### src/rtl/stpq_pkg.sv
// ----------------------------------------------------------------------------
// stpq_pkg: shared types and constants of the sorted tag priority queue
// Item layouts, operation and status codes, the cell interface types and the
// sizing helpers for the membership reduction tree.
// ----------------------------------------------------------------------------
package stpq_pkg;

    // Field widths fixed by the item layout.
    localparam int TAG_BITS = 31;
    localparam int OCC_BITS = 7;

    // Default depth of the cell chain.
    localparam int DEF_CAPACITY = 64;

    // Fan-in of each stage of the membership reduction tree.
    localparam int OR_RADIX_LOG2 = 3;
    localparam int OR_RADIX      = 1 << OR_RADIX_LOG2;

    // Operation codes carried in the op field.
    localparam logic [1:0] OP_INSERT = 2'd0;
    localparam logic [1:0] OP_POP    = 2'd1;
    localparam logic [1:0] OP_CHECK  = 2'd2;

    // Status codes carried in the status field.
    localparam logic [1:0] STATUS_OK    = 2'd0;
    localparam logic [1:0] STATUS_EMPTY = 2'd1;
    localparam logic [1:0] STATUS_FULL  = 2'd2;

    // Input item.
    typedef struct packed {
        logic [1:0]          op;
        logic [TAG_BITS-1:0] tag;
    } t_in_item;

    // Result item.
    typedef struct packed {
        logic                hit;
        logic [TAG_BITS-1:0] out_tag;
        logic [1:0]          status;
        logic [OCC_BITS-1:0] occupancy;
    } t_out_item;

    // One stored entry as handed between neighbouring cells.
    typedef struct packed {
        logic                valid;
        logic [TAG_BITS-1:0] tag;
    } t_entry;

    // Command broadcast to every cell of the chain.
    typedef struct packed {
        logic                ins;
        logic                pop;
        logic [TAG_BITS-1:0] tag;
    } t_cell_cmd;

    // Controller states.
    typedef enum logic {
        S_IDLE,
        S_CHECK
    } t_state;

    // Number of registered stages needed to reduce a vector of the given width.
    function automatic int tree_levels(input int width);
        int levels;
        int span;
        levels = 0;
        span   = 1;
        for (int k = 0; k < 16; k++) begin
            if (span < width) begin
                span   = span << OR_RADIX_LOG2;
                levels = levels + 1;
            end
        end
        return levels;
    endfunction

endpackage

### src/rtl/stpq_cell.sv
// ----------------------------------------------------------------------------
// stpq_cell: one slot of the sorted chain
// Holds one entry. On an insert it keeps its entry, takes the new tag or takes
// its left neighbour's entry; on a pop it takes its right neighbour's entry.
// ----------------------------------------------------------------------------
module stpq_cell
    import stpq_pkg::*;
(
    input  logic      i_clk,
    input  logic      i_rst_n,
    input  t_cell_cmd i_cmd,
    input  t_entry    i_left,
    input  logic      i_left_gt,
    input  t_entry    i_right,
    output t_entry    o_entry,
    output logic      o_gt,
    output logic      o_match
);

    logic                r_valid;
    logic [TAG_BITS-1:0] r_tag;
    logic                r_match;
    logic                n_valid;
    logic [TAG_BITS-1:0] n_tag;
    logic                w_gt;

    // An empty slot counts as greater, so the insert point is the first such slot.
    assign w_gt = !r_valid || (r_tag > i_cmd.tag);

    // Next entry: shift right from the insert point, or shift left on a pop.
    always_comb begin
        n_valid = r_valid;
        n_tag   = r_tag;
        if (i_cmd.ins && w_gt) begin
            if (i_left_gt) begin
                n_valid = i_left.valid;
                n_tag   = i_left.tag;
            end else begin
                n_valid = 1'b1;
                n_tag   = i_cmd.tag;
            end
        end else if (i_cmd.pop) begin
            n_valid = i_right.valid;
            n_tag   = i_right.tag;
        end
    end

    // The valid bit is control state; the tag needs no reset.
    always_ff @(posedge i_clk) begin
        if (!i_rst_n) begin
            r_valid <= 1'b0;
        end else begin
            r_valid <= n_valid;
        end
    end

    // Tag storage and the registered membership flag.
    always_ff @(posedge i_clk) begin
        r_tag   <= n_tag;
        r_match <= r_valid && (r_tag == i_cmd.tag);
    end

    assign o_entry.valid = r_valid;
    assign o_entry.tag   = r_tag;
    assign o_gt          = w_gt;
    assign o_match       = r_match;

endmodule

### config.mk
export PLATFORM = sky130hd
export DESIGN_NAME = stpq_cell
export DESIGN_NICKNAME = d
export VERILOG_FILES = /design/src/rtl/stpq_pkg.sv /design/src/rtl/stpq_cell.sv
export SDC_FILE = /design/constraint.sdc
export NUM_CORES = 1
export LEC_CHECK = 0
export BUFFER_PORTS_ARGS = -buffer_cell sky130_fd_sc_hd__buf_2
export CAP_MARGIN = 20
export CORE_MARGIN = 8
export CORE_UTILIZATION = 42
export DETAILED_ROUTE_END_ITERATION = 8
export HOLD_SLACK_MARGIN = 0.03
export PLACE_DENSITY = 0.78
export SKIP_CTS_REPAIR_TIMING = 1
export SYNTH_ARGS = -nofsm -noshare
export SYNTH_HDL_FRONTEND = slang
export SYNTH_SLANG_ARGS = --single-unit
### constraint.sdc
create_clock -name i_clk -period 3 [get_ports i_clk]
set_input_delay 0.6 -clock i_clk [delete_from_list [all_inputs] [get_ports i_clk]]
set_output_delay 0.6 -clock i_clk [all_outputs]
set_load 0.005 [all_outputs]
Word level (Yosys, flattened, before mapping). Index checks and enable logic that the tools add are counted.

Register bits: 33. Bits of input ports: 100. Output and inout port bits: 34.

Mux-type cells: 6. Order comparisons: 1. Reductions and logical operators: 5. Equal/unequal tests: 1.

Operator list (count): $mux W31 (3); $eq A31 B31 Y1 (1); $gt A31 B31 Y1 (1); $mux W1 (3); $logic_and A1 B1 Y1 (2); $reduce_bool A2 Y1 (1); $logic_not A1 Y1 (1); $logic_or A1 B1 Y1 (1).

Depth between registers and ports, before layout.
Depth in word-level cells: 4. Depth in mapped cells: 9. Gate-level depth less buffers: 8.

Worst setup path before layout. OpenSTA, ideal clock, no wires.

Kind: input to register. From: in i_cmd[13] in the netlist's numbering. To: reg r_tag[0], enable pin. Cell stages on the path: 9. Required time: 2.523 ns. Setup slack: -0.262 ns. Arrival: 2.786 ns. Path through: inv_1 ha_1 nand4_1 or4_4 nor2b_2 a211oi_1 a21oi_4 buf_6 nand2b_1.

Cells in the longest elaborated chain, start to end: 4.

RTL lines: start: declaration (line stpq_cell.sv:11) `input t_cell_cmd i_cmd,`; $gt A31 B31 Y1 (line stpq_cell.sv:28) `assign w_gt = !r_valid || (r_tag > i_cmd.tag);`; $logic_or A1 B1 Y1 (line stpq_cell.sv:28); $logic_and A1 B1 Y1 (line stpq_cell.sv:34) `if (i_cmd.ins && w_gt) begin`; $reduce_bool A2 Y1 (no source line); end signal: assignment (line stpq_cell.sv:59) `r_tag <= n_tag;`; end: declaration (line stpq_cell.sv:21) `logic [TAG_BITS-1:0] r_tag;`.

Every way passes these cells. A chain may end at the register's enable or synchronous reset.

Final worst setup path.
From: in i_cmd[13] in the netlist's numbering. To: out o_gt.

Cells in the longest elaborated chain, start to end: 2.

RTL lines: $gt A31 B31 Y1 (line stpq_cell.sv:28); $logic_or A1 B1 Y1 (line stpq_cell.sv:28); end: declaration (line stpq_cell.sv:16) `output logic o_gt,`.

Every way passes these cells.

==> qor.txt <==
antenna violations before repair = 1
RePlAce Congestion = 0.8245
layout cell share with drive strength beyond 1 = 47.10%
flops & latches, synth = 33
Worst path depth = 10
total die area = 0.009064 mm²
final worst path period share = 94.74%
commonest non-fill, non-tap cells in the layout = buf_2, nand2_1, o21ai_0
Setup Viol. Count Final = 0
Net Count, Synth = 391
Max-Slew Margin vs Limit = 61.02%
Worst Path Max Fanout = 3
CP arrival = 2240 ps
Vias = 2359
Die X = 95.21 µm
vias in the first global route = 2446
H-tree Lvls = 2
number of placement rows = 29
drt initial violations = 71
gr usage total = 15.43%
WHS Path Cells = 3
EDFF count, synth = 31
slowest CP cell = a221oi_2
minimum clock period = 2842 ps
sequential area share after synthesis = 36.85%
drt first pass iters = 4
RSZ-0062 raised after global routing = false
routed vias/inst = 4.977
Mapped Avg Cell Area = 10.13 µm²
Max VDD drop = 198.3 µV
Initial Util = 42.47%
CP delay by family, top = compound AO/OA/AOI/OAI gates
CTS tree = yes
Core Box Area = 0.006205 mm²
P_leak = 1.866 nW
most frequent CP cell = buf_2
fmax = 351.8 MHz
final wirelength = 7349 µm
mapped cell area = 0.002635 mm²
required time of the worst setup path = 2400 ps
Async SR Flop Fraction = 0%
largest net degree at the start of global routing = 39
drt drc = 0
main flop type after synthesis = edfxtp_1
Hold Vio Cnt, Final = 0
Clock Skew = 5.885 ps
Power Dens Cells = 446.9 mW/mm²
Worst setup EP type = primary output
DP Wirelength = 6155 µm
IO buf count = 133
final core occ = 57.49%
Synth Warn # = 0
Inserted Diodes = 0
IO Pins = 134
Yosys cell types = 29
worst path buffer plus inverter count = 4
clk_lat worst skew = 280 ps
final net count = 527
average wire per standard cell = 15.50 µm
Vert. Die Dim = 95.21 µm
global-route wire length before repair = 11140 µm
critical path startpoint category = primary input
Reg clk slew, reported paths = 70 ps
Gate Count Post-Synth = 260
CTS root buffer = clkbuf_8
Hold Path Class = primary input to flop
status = finished, final reports clean
most common cell after layout, fill and taps aside = buf_2
area grow syn2layout = 35.38%
Clock Sinks = 33
crit path cell chain = buf_2 > inv_1 > ha_1 > buf_4 > and4_1 > a221oi_2 > o31ai_2 > a21oi_1 > nor2_1 > buf_2
GRT Residual Overflow = 0
fin. max-slew vios = 0
post-route ant nets = 0
# Max-Cap Violations = 0
CP Class = primary input to primary output
FF-to-FF path depth = 8
worst-margin pin slew = 584.8 ps
setup TNS = 0 ps
cts bufs inserted = 5
CTS Buffer Depth = 2
max incr delay on CP = 340 ps
-- routing by layer --
layer | track usage, % | part of all wire (%) | vias to the layer above
li1 | - | - | 1195
met1 | 18.35 | 40 | 1082
met2 | 26.75 | 51 | 73
met3 | 4.094 | 7.5 | 7
met4 | 4.161 | 1.0 | 2
met5 | 0 | 0.16 | -
-- flip-flops by register name (all words and copies together), names as in the netlist --
name	cells
r_valid	1
r_tag	31
o_match	1
-- Yosys cell counts, types with 2 or more instances --
| cell | n | area, µm² |
|---|---|---|
| a211oi_1 | 2 | 15.01 |
| a21oi_1 | 13 | 65.06 |
| a221oi_1 | 2 | 17.52 |
| buf_6 | 3 | 33.78 |
| clkbuf_1 | 7 | 26.28 |
| dfxtp_1 | 2 | 40.04 |
| edfxtp_1 | 31 | 930.9 |
| ha_1 | 31 | 387.9 |
| inv_1 | 34 | 127.6 |
| mux2_2 | 5 | 56.30 |
| mux2_4 | 28 | 420.4 |
| nand2_1 | 38 | 142.6 |
| nand2b_1 | 2 | 12.51 |
| nand3_1 | 2 | 10.01 |
| nand4_1 | 8 | 50.05 |
| nor2_1 | 3 | 11.26 |
| nor3_1 | 2 | 10.01 |
| o21ai_0 | 36 | 180.2 |
-- stage by stage --
stage	power [mW]	area, µm²	cells	hold slack, ps	worst slack, ps
after floorplan	0.9025	2638	260	566.4	63.80
after global placement	1.085	3422	466	735.3	37.51
after detailed placement	1.105	3422	466	728.6	-60.28
after CTS	1.607	3556	474	577.9	44.06
after global routing	1.692	3567	474	572.1	58.95
final	1.594	3567	474	584.4	157.7
-- cell type report --
cell class	instances	area, µm²
clock buffers	5	68.82
clock inverters	3	65.06
fillers	557	2638
inverters	34	127.6
multi-input cells	182	1483
flip-flops and latches	33	970.9
well taps	77	96.34
repair buffers	140	755.7
-- power breakdown --
part	internal, mW	total (mW)	switching (mW)	leakage [nW]
Sequential	0.577	0.609	0.0323	0.333
Clock	0.330	0.496	0.166	0.0681
Combinational	0.259	0.489	0.229	1.46
Total	1.17	1.59	0.428	1.87
-- cell families (layout without fill, tap and decap cells) --
| family | Yosys count | in the layout | synth area share [%] |
|---|---|---|---|
| simple gates | 61 | 61 | 10.83 |
| compound gates | 56 | 56 | 11.73 |
| buf+inv | 45 | 182 | 7.408 |
| mux | 34 | 34 | 18.47 |
| flops | 33 | 33 | 36.85 |
| fa+ha+maj | 31 | 31 | 14.72 |
-- final timing paths --
| path | from | endpoint | slack, ps |
|---|---|---|---|
| max | i_cmd[13] | o_gt | 160 |
| min | i_rst_n | r_valid$_SDFFE_PN0P_ | 580 |
| max reg2reg | r_tag[14]$_DFFE_PP_ | r_tag[0]$_DFFE_PP_ | 240 |
| min reg2reg | r_valid$_SDFFE_PN0P_ | o_match$_DFF_P_ | 740 |
-- worst min-delay path, stage by stage --
cell and delay (ps):
buf_2 110, nand2_1 50, mux2i_1 50
(Power assumes the default switching activity.)
