$ cat src/rtl/stpq_pkg.sv
// ----------------------------------------------------------------------------
// stpq_pkg: shared types and constants of the sorted tag priority queue
// Item layouts, operation and status codes, the cell interface types and the
// sizing helpers for the membership reduction tree.
// ----------------------------------------------------------------------------
package stpq_pkg;

    // Field widths fixed by the item layout.
    localparam int TAG_BITS = 31;
    localparam int OCC_BITS = 7;

    // Default depth of the cell chain.
    localparam int DEF_CAPACITY = 64;

    // Fan-in of each stage of the membership reduction tree.
    localparam int OR_RADIX_LOG2 = 3;
    localparam int OR_RADIX      = 1 << OR_RADIX_LOG2;

    // Operation codes carried in the op field.
    localparam logic [1:0] OP_INSERT = 2'd0;
    localparam logic [1:0] OP_POP    = 2'd1;
    localparam logic [1:0] OP_CHECK  = 2'd2;

    // Status codes carried in the status field.
    localparam logic [1:0] STATUS_OK    = 2'd0;
    localparam logic [1:0] STATUS_EMPTY = 2'd1;
    localparam logic [1:0] STATUS_FULL  = 2'd2;

    // Input item.
    typedef struct packed {
        logic [1:0]          op;
        logic [TAG_BITS-1:0] tag;
    } t_in_item;

    // Result item.
    typedef struct packed {
        logic                hit;
        logic [TAG_BITS-1:0] out_tag;
        logic [1:0]          status;
        logic [OCC_BITS-1:0] occupancy;
    } t_out_item;

    // One stored entry as handed between neighbouring cells.
    typedef struct packed {
        logic                valid;
        logic [TAG_BITS-1:0] tag;
    } t_entry;

    // Command broadcast to every cell of the chain.
    typedef struct packed {
        logic                ins;
        logic                pop;
        logic [TAG_BITS-1:0] tag;
    } t_cell_cmd;

    // Controller states.
    typedef enum logic {
        S_IDLE,
        S_CHECK
    } t_state;

    // Number of registered stages needed to reduce a vector of the given width.
    function automatic int tree_levels(input int width);
        int levels;
        int span;
        levels = 0;
        span   = 1;
        for (int k = 0; k < 16; k++) begin
            if (span < width) begin
                span   = span << OR_RADIX_LOG2;
                levels = levels + 1;
            end
        end
        return levels;
    endfunction

endpackage

$ cat src/rtl/stpq_or_tree.sv
// ----------------------------------------------------------------------------
// stpq_or_tree: registered OR reduction
// Reduces the per-cell match flags to one bit through stages of eight-input
// OR gates, one register stage per level.
// ----------------------------------------------------------------------------
module stpq_or_tree
    import stpq_pkg::*;
#(
    parameter int WIDTH = DEF_CAPACITY
)
(
    input  logic             i_clk,
    input  logic [WIDTH-1:0] i_bits,
    output logic             o_any
);

    localparam int LEVELS = tree_levels(WIDTH);
    localparam int PAD    = 1 << (LEVELS * OR_RADIX_LOG2);
    localparam int GROUPS = PAD / OR_RADIX;

    logic [PAD-1:0] w_src [LEVELS];
    logic [PAD-1:0] n_lvl [LEVELS];
    logic [PAD-1:0] r_lvl [LEVELS];

    // Inputs of each stage: the padded leaves, then the previous stage.
    always_comb begin
        w_src[0] = PAD'(i_bits);
        for (int l = 1; l < LEVELS; l++) begin
            w_src[l] = r_lvl[l-1];
        end
    end

    // Each stage ORs groups of eight bits; the upper part stays clear.
    always_comb begin
        for (int l = 0; l < LEVELS; l++) begin
            n_lvl[l] = '0;
            for (int j = 0; j < GROUPS; j++) begin
                n_lvl[l][j] = |w_src[l][j*OR_RADIX +: OR_RADIX];
            end
        end
    end

    always_ff @(posedge i_clk) begin
        r_lvl <= n_lvl;
    end

    assign o_any = r_lvl[LEVELS-1][0];

endmodule
$ cat config.mk
export PLATFORM = sky130hd
export DESIGN_NAME = stpq_or_tree
export DESIGN_NICKNAME = d
export VERILOG_FILES = /design/src/rtl/stpq_pkg.sv /design/src/rtl/stpq_or_tree.sv
export SDC_FILE = /design/constraint.sdc
export NUM_CORES = 1
export LEC_CHECK = 0
export BUFFER_PORTS_ARGS = -buffer_cell sky130_fd_sc_hd__buf_2
export CAP_MARGIN = 20
export CORE_UTILIZATION = 23
export DETAILED_ROUTE_END_ITERATION = 12
export PLACE_DENSITY = 0.75
export SLEW_MARGIN = 30
export SYNTH_ARGS = -nofsm -noshare
export SYNTH_HDL_FRONTEND = slang
export SYNTH_SLANG_ARGS = --single-unit
$ cat constraint.sdc
create_clock -name i_clk -period 1.2 [get_ports i_clk]
set_clock_uncertainty 0.2 [all_clocks]
set_input_delay 0.06 -clock i_clk [delete_from_list [all_inputs] [get_ports i_clk]]
set_output_delay 0.06 -clock i_clk [all_outputs]
set_load 0.1 [all_outputs]
==> results of run 1 <==
[per-stage QoR]
| step | setup WS (ns) | instances | instance area, um^2 | hold WS [ns] |
|---|---|---|---|---|
| after floorplan | 0.03102 | 36 | 326.6 | -0.04907 |
| after global placement | 0.2577 | 116 | 685.7 | 0.04117 |
| after detailed placement | 0.2238 | 116 | 685.7 | 0.04560 |
[cells by family after synthesis]
kind of cell and Yosys count:
and+or+nand+nor 27, DFF 9
==> results.toml, run 1 <==
[synth]
yosysTopAreaCell = "dfxtp_1"
synthArstFlopShare = 0
synth_top_flop_cell = "dfxtp_1"
synth-compound-area-share = 0
yosys-top-cells-count = "nor4_1 (18), dfxtp_1 (9), nand2_1 (9)"
synthMuxAreaShare = 0
synth_xor_area_frac = 0
synth.net_count = 101
synth_area_leaders = "dfxtp_1 (55%), nor4_1 (34%), nand2_1 (10%)"
yosysWarnings = 0
ys_types = 3
synthCells = 36
synth-simple-area-share = 0.4483
syn-mean-instance-area_um2 = 9.071
ys_seq_area_frac = 0.5517
synth_most_common_cell = "nor4_1"
synth_top_area_share = 0.5517
synthAdderAreaFrac = 0
synth_top_family_by_area = "simple AND/OR/NAND/NOR gates"
netlist_area_um2 = 326.6
synth_edf_count = 0
synth-seq-cells = 9

[floorplanning]
fp.dieH_um = 39.68
rows = 13
initial_core_util = 0.2479
ios = 66
die_w_um = 39.68

[clocking]
cts-htree-levels = 1
clock_path_buffers = 2
cts_made_buffers = 3
clock-sinks = 9
cts_resized = 0
ctsRootBufferMaster = "clkbuf_4"
postCtsSetupRepairBufs = 0
postCtsHoldBufs = 64

[outcome]
error = "[ERROR DPL-0038] Utilization greater than 100%, impossible to legalize"
run_status = "stopped before the end"
haltStage = "4_1_cts"

[placed_design]
gp_routability_congestion = 0.6512
place.port_buffers = 65
==> run 2, diff against run 1 <==
Settings changed: CORE_AREA from default to 2 2 63 65, CORE_UTILIZATION 23 to default, DIE_AREA from default to 0 0 65 67, PLACE_DENSITY 0.75 to default, PLACE_DENSITY_LB_ADDON from default to 0.15.
==> run 2 against run 1 <==
The flow now finishes, with violations (hold timing); synthesized cell count unchanged; synthesized area unchanged.
==> results.toml, run 2 <==
[worst_setup_path]
cp.arrival_ns = 1.08
start_kind = "primary input"
crit_fanout = 1
endpoint_kind = "flip-flop"
cp_data_required_time_ns = 1.10
worstSetupPathType = "primary input to flip-flop"

[global_route]
grt_pass1_wl_um = 3470
grt-ovfl-total = 0
grt_max_degree = 6
antenna_found_initial = 0
grt_pass1_vias = 898
grt_use_total = 0.1024

[floorplanning]
rows = 22
initial_core_util = 0.09056
coreArea_mm2 = 0.003606
ios = 66
die_w_um = 65
fp.dieH_um = 67
fp.dieArea_mm2 = 0.004355

[timing]
fmax_ghz = 0.8458
rsz0062_at_grt = "true"
min_period_ns = 1.182
setup_tns_ns = 0
postLayoutSetupSlackWorst_ns = 0.01766
finalHoldWorstSlack_ns = -0.1208
setup_viol = 0
slew_violations = 0
finalHoldViolCount = 1
max_slew.worst_pin.slew_ns = 0.2278
fin_crit_sh = 0.9853
slew_headroom = 0.8467

[cells_and_area]
largest_reg_flops = 8
final_layout_size_suffix_gt1_frac = 0.4601
multiInputGateArea_um2 = 247.7
final_cell_mix = "dlygate4sd3_1 (63), buf_2 (59), nand2_1 (9), nor4_2 (9), dfxtp_1 (9)"
layout_commonest_cell = "dlygate4sd3_1"
syn_to_final_growth_pct = 352.9
regMostFlops = "r_lvl"
final_nets = 229
regArea_um2 = 180.2
antenna_cells = 0
num-fill-cells = 330

[drt]
via_per_inst = 3.640
drc_errors = 0
drt_iter0_drc = 5
postRouteAntennaNets = 0
finalWirelength_um = 2317
drt-wirelength-per-cell_um = 10.98
first_pass_iters = 3
vias = 768

[outcome]
run_status = "finished, violations left"
violations = "hold timing"

[synth]
synth_area_leaders = "dfxtp_1 (55%), nor4_1 (34%), nand2_1 (10%)"
synth.net_count = 101
synthMuxAreaShare = 0
yosysWarnings = 0
synth-seq-cells = 9
netlist_area_um2 = 326.6
synth_top_flop_cell = "dfxtp_1"
yosys-top-cells-count = "nor4_1 (18), dfxtp_1 (9), nand2_1 (9)"
synth_most_common_cell = "nor4_1"
synth-simple-area-share = 0.4483
synthCells = 36
synthArstFlopShare = 0
synth-compound-area-share = 0
ys_types = 3
synth_top_area_share = 0.5517
syn-mean-instance-area_um2 = 9.071
synthAdderAreaFrac = 0
ys_seq_area_frac = 0.5517
synth_edf_count = 0
synth_xor_area_frac = 0
yosysTopAreaCell = "dfxtp_1"
synth_top_family_by_area = "simple AND/OR/NAND/NOR gates"

[clocking]
clock_path_buffers = 2
cts_made_buffers = 3
cts-htree-levels = 1
cts_tree = "yes"
clkTransAtPathRegs_ns = 0.04
ctsRootBufferMaster = "clkbuf_8"
postCtsSetupRepairBufs = 0
clock-sinks = 9
clk-insertion-delay-late_ns = 0.22

[placed_design]
place.port_buffers = 65
gp_routability_congestion = 0.6763
post-place-ws_ns = 0.2557
dp_hpwl_um = 1155

[power_and_ir_drop]
powerDensity_mw_per_mm2 = 631.9
p_leak_nw = 0.6206
ir_drop_mv = 0.4075

[job]
cap_violations = 0

[min_path]
hp-class = "primary input to flip-flop"
[run 2: metal layers]
layer | up-vias | GRT usage | part of all wire | wire, um
met1 | 331 | 0.09211 | 0.36 | 825
met3 | 0 | 0.03041 | 0.092 | 213
li1 | 397 | - | - | -
met5 | - | 0 | 0 | 0
met4 | 0 | 0.02926 | 0 | 0
met2 | 40 | 0.2152 | 0.55 | 1277
[run 2: critical path, cell delays in order]
cell and delay (ns):
dlygate4sd3_1 0.53, buf_2 0.12, nor4_2 0.26, nand2_1 0.10
[run 2: final cells by class]
cell class | instances | share of cell area
multi-input combinational | 27 | 0.1675
sequential | 9 | 0.1218
tap | 48 | 0.04061
timing repair buffer | 123 | 0.6396
clock buffer | 4 | 0.03046
[run 2: stage by stage]
step / power, mW / instance area [um^2] / hold slack (ns) / util / instances
2_1_floorplan: 0.3165 / 326.6 / -0.04907 / - / 36
3_3_place_gp: 0.4142 / 726.9 / 0.04805 / 0.2016 / 149
6_report: 0.9345 / 1479 / -0.1208 / 0.4101 / 211
4_1_cts: 0.9123 / 1383 / -0.1423 / 0.3834 / 214
5_1_grt: 0.9921 / 1479 / -0.1128 / 0.4101 / 211
3_5_place_dp: 0.4179 / 726.9 / 0.04910 / 0.2016 / 149
[run 2: report_power, final]
group / internal [mW] / leakage (nW) / switching, mW
registers: 0.301 / 0.0729 / 0.000244
clock network: 0.230 / 0.0228 / 0.103
logic: 0.215 / 0.525 / 0.0851
[run 2: final timing paths]
| check | start | endpoint | slack, ns | depth (start not counted) |
|---|---|---|---|---|
| worst max-delay path | i_bits[45] | r_lvl[69]$_DFF_P_ | 0.02 | 4 |
| worst min-delay path | i_bits[41] | r_lvl[69]$_DFF_P_ | -0.12 | 3 |
| worst max register to register | r_lvl[69]$_DFF_P_ | o_any$_DFF_P_ | 0.26 | 2 |
| worst min register to register | r_lvl[65]$_DFF_P_ | o_any$_DFF_P_ | 0.21 | 2 |
[run 2: cells by family after synthesis]
family           count (synthesis)
DFF                              9
and+or+nand+nor                 27
[run 2: timing repair]
item	in CTS	in global routing
gates resized for setup	0	15
hold buffers	61	2
setup endpoints to repair	0	8
endpoints found under the hold margin	8	1
(Power assumes the default switching activity.)
==> run 3, diff against run 2 <==
Settings changed: CORE_AREA 2 2 63 65 to 8 8 69 71, DIE_AREA 0 0 65 67 to 0 0 77 79.
==> run 3 against run 2 <==
The flow still finishes with violations (hold timing); combinational power is 2% lower; non-clock buffer count is 1 lower; die area grew 40%; worst hold slack lost 0.037 ns; highest routed layer is now met4; fmax is 0.29% lower; final cell count grew 0.47%; sequential share of layout area grew 0.24 points; clock power rose by 3%; flip-flop and latch count is the same.
==> results.toml, run 3 (synthesis gave the netlist of run 2 again) <==
[timing]
min_period_ns = 1.186
fin_crit_sh = 0.9881
finalHoldViolCount = 1
fmax_ghz = 0.8434
postLayoutSetupSlackWorst_ns = 0.01425
slew_violations = 0
max_slew.worst_pin.slew_ns = 0.2602
finalHoldWorstSlack_ns = -0.1579
slew_headroom = 0.8249
setup_viol = 0

[worst_setup_path]
cp_slowest_cell = "dlygate4sd3_1"
reg2regPathDepth = 2
endpoint_kind = "flip-flop"
crit_fanout = 1
timing.rr.end = "o_any$_DFF_P_"
start_kind = "primary input"
reg2reg_setup_slack_ns = 0.23
cp_data_required_time_ns = 1.11
rr_startpoint = "r_lvl[69]$_DFF_P_"
slowest_delay_ns = 0.53
cp.arrival_ns = 1.10
worstSetupPathType = "primary input to flip-flop"
worstSetupStartpoint = "i_bits[57]"
cp_cell_sequence = "dlygate4sd3_1 > buf_2 > nor4_1 > nand2_1"

[cells_and_area]
layout_commonest_cell = "buf_2"
fin_area_mm2 = 0.001450
antenna_cells = 0
final_nets = 228
final_layout_size_suffix_gt1_frac = 0.4630
regMostFlops = "r_lvl"
largest_reg_flops = 8
syn_to_final_growth_pct = 344.1
final_cell_mix = "buf_2 (60), dlygate4sd3_1 (58), nor4_2 (10)"
utilization = 0.3818

[clocking]
clk-insertion-delay-late_ns = 0.23
clock_path_buffers = 2
postCtsSetupRepairBufs = 0
postCtsHoldBufs = 61
clock-sinks = 9
cts_made_buffers = 3
cts-htree-levels = 1
ctsRootBufferMaster = "clkbuf_8"
clkTransAtPathRegs_ns = 0.04
cts_tree = "yes"

[placed_design]
dpl_cell_area_um2 = 729.5
gp_routability_congestion = 0.6772
place.port_buffers = 65
dp_hpwl_um = 1549
post-place-ws_ns = 0.2118

[floorplanning]
ios = 66
initial_core_util = 0.08597
fp.dieH_um = 79
rows = 23
die_w_um = 77
coreArea_mm2 = 0.003799
fp.dieArea_mm2 = 0.006083

[power_and_ir_drop]
powerDensity_mw_per_mm2 = 646.1
ir_drop_mv = 0.4190
p_leak_nw = 0.6392
design_power_total_mw = 0.9370

[drt]
finalWirelength_um = 2790
vias = 794
drc_errors = 0
drt_iter0_drc = 13
drt-wirelength-per-cell_um = 13.16
postRouteAntennaNets = 0
first_pass_iters = 4
via_per_inst = 3.745

[min_path]
whs_path_depth = 3
hold_start = "i_bits[0]"
hp-class = "primary input to flip-flop"
holdPathEnd = "r_lvl[64]$_DFF_P_"

[global_route]
grt_max_degree = 6
grt_pass1_wl_um = 4188
grt_pass1_vias = 947
grt-ovfl-total = 0
antenna_found_initial = 0
grt_use_total = 0.08308

[outcome]
violations = "hold timing"
run_status = "finished, violations left"

[job]
cap_violations = 0
[run 3: timing repair]
item / in CTS / in global routing
gates resized for setup: 0 / 15
hold endpoints to repair: 8 / 1
setup endpoints to repair: 0 / 6
[run 3: report_power, final]
part           total [mW]  switching [mW]  internal (mW)
registers           0.301        0.000240          0.301
clock network       0.343           0.112          0.231
logic               0.293          0.0809          0.212
[run 3: critical path: cells and delay by family]
kind                   cells  cell delay [ns]
buffers and inverters      2             0.65
AND/OR/NAND/NOR            2             0.38
[run 3: metal layers]
| layer | track usage | up-vias | part of all wire |
|---|---|---|---|
| met2 | 0.1478 | 54 | 0.49 |
| met5 | 0 | - | 0 |
| met1 | 0.07546 | 341 | 0.37 |
| li1 | - | 395 | - |
| met3 | 0.05869 | 4 | 0.13 |
| met4 | 0.02075 | 0 | 0.0065 |
[run 3: worst max-delay path by stage]
stage | end | slack [ns]
floorplan | o_any | 0.03
global route | r_lvl[66]$_DFF_P_ | -0.03
detailed placement | o_any$_DFF_P_ | 0.21
global placement | o_any$_DFF_P_ | 0.25
finish | r_lvl[71]$_DFF_P_ | 0.01
CTS | r_lvl[70]$_DFF_P_ | 0.03
[run 3: area by class of cell]
class / instances / area (um^2)
fillers: 365 / 2349
repair buffers: 122 / 938.4
multi-input cells: 27 / 224.0
flip-flops and latches: 9 / 180.2
well taps: 50 / 62.56
clock buffers: 4 / 45.04
[run 3: stage by stage]
stage | instances | TNS [ns] | hold slack [ns]
2_1_floorplan | 36 | 0 | -0.04907
3_3_place_gp | 151 | 0 | 0.04525
3_5_place_dp | 151 | 0 | 0.04820
4_1_cts | 216 | 0 | -0.1499
5_1_grt | 212 | -0.03586 | -0.1520
6_report | 212 | 0 | -0.1579
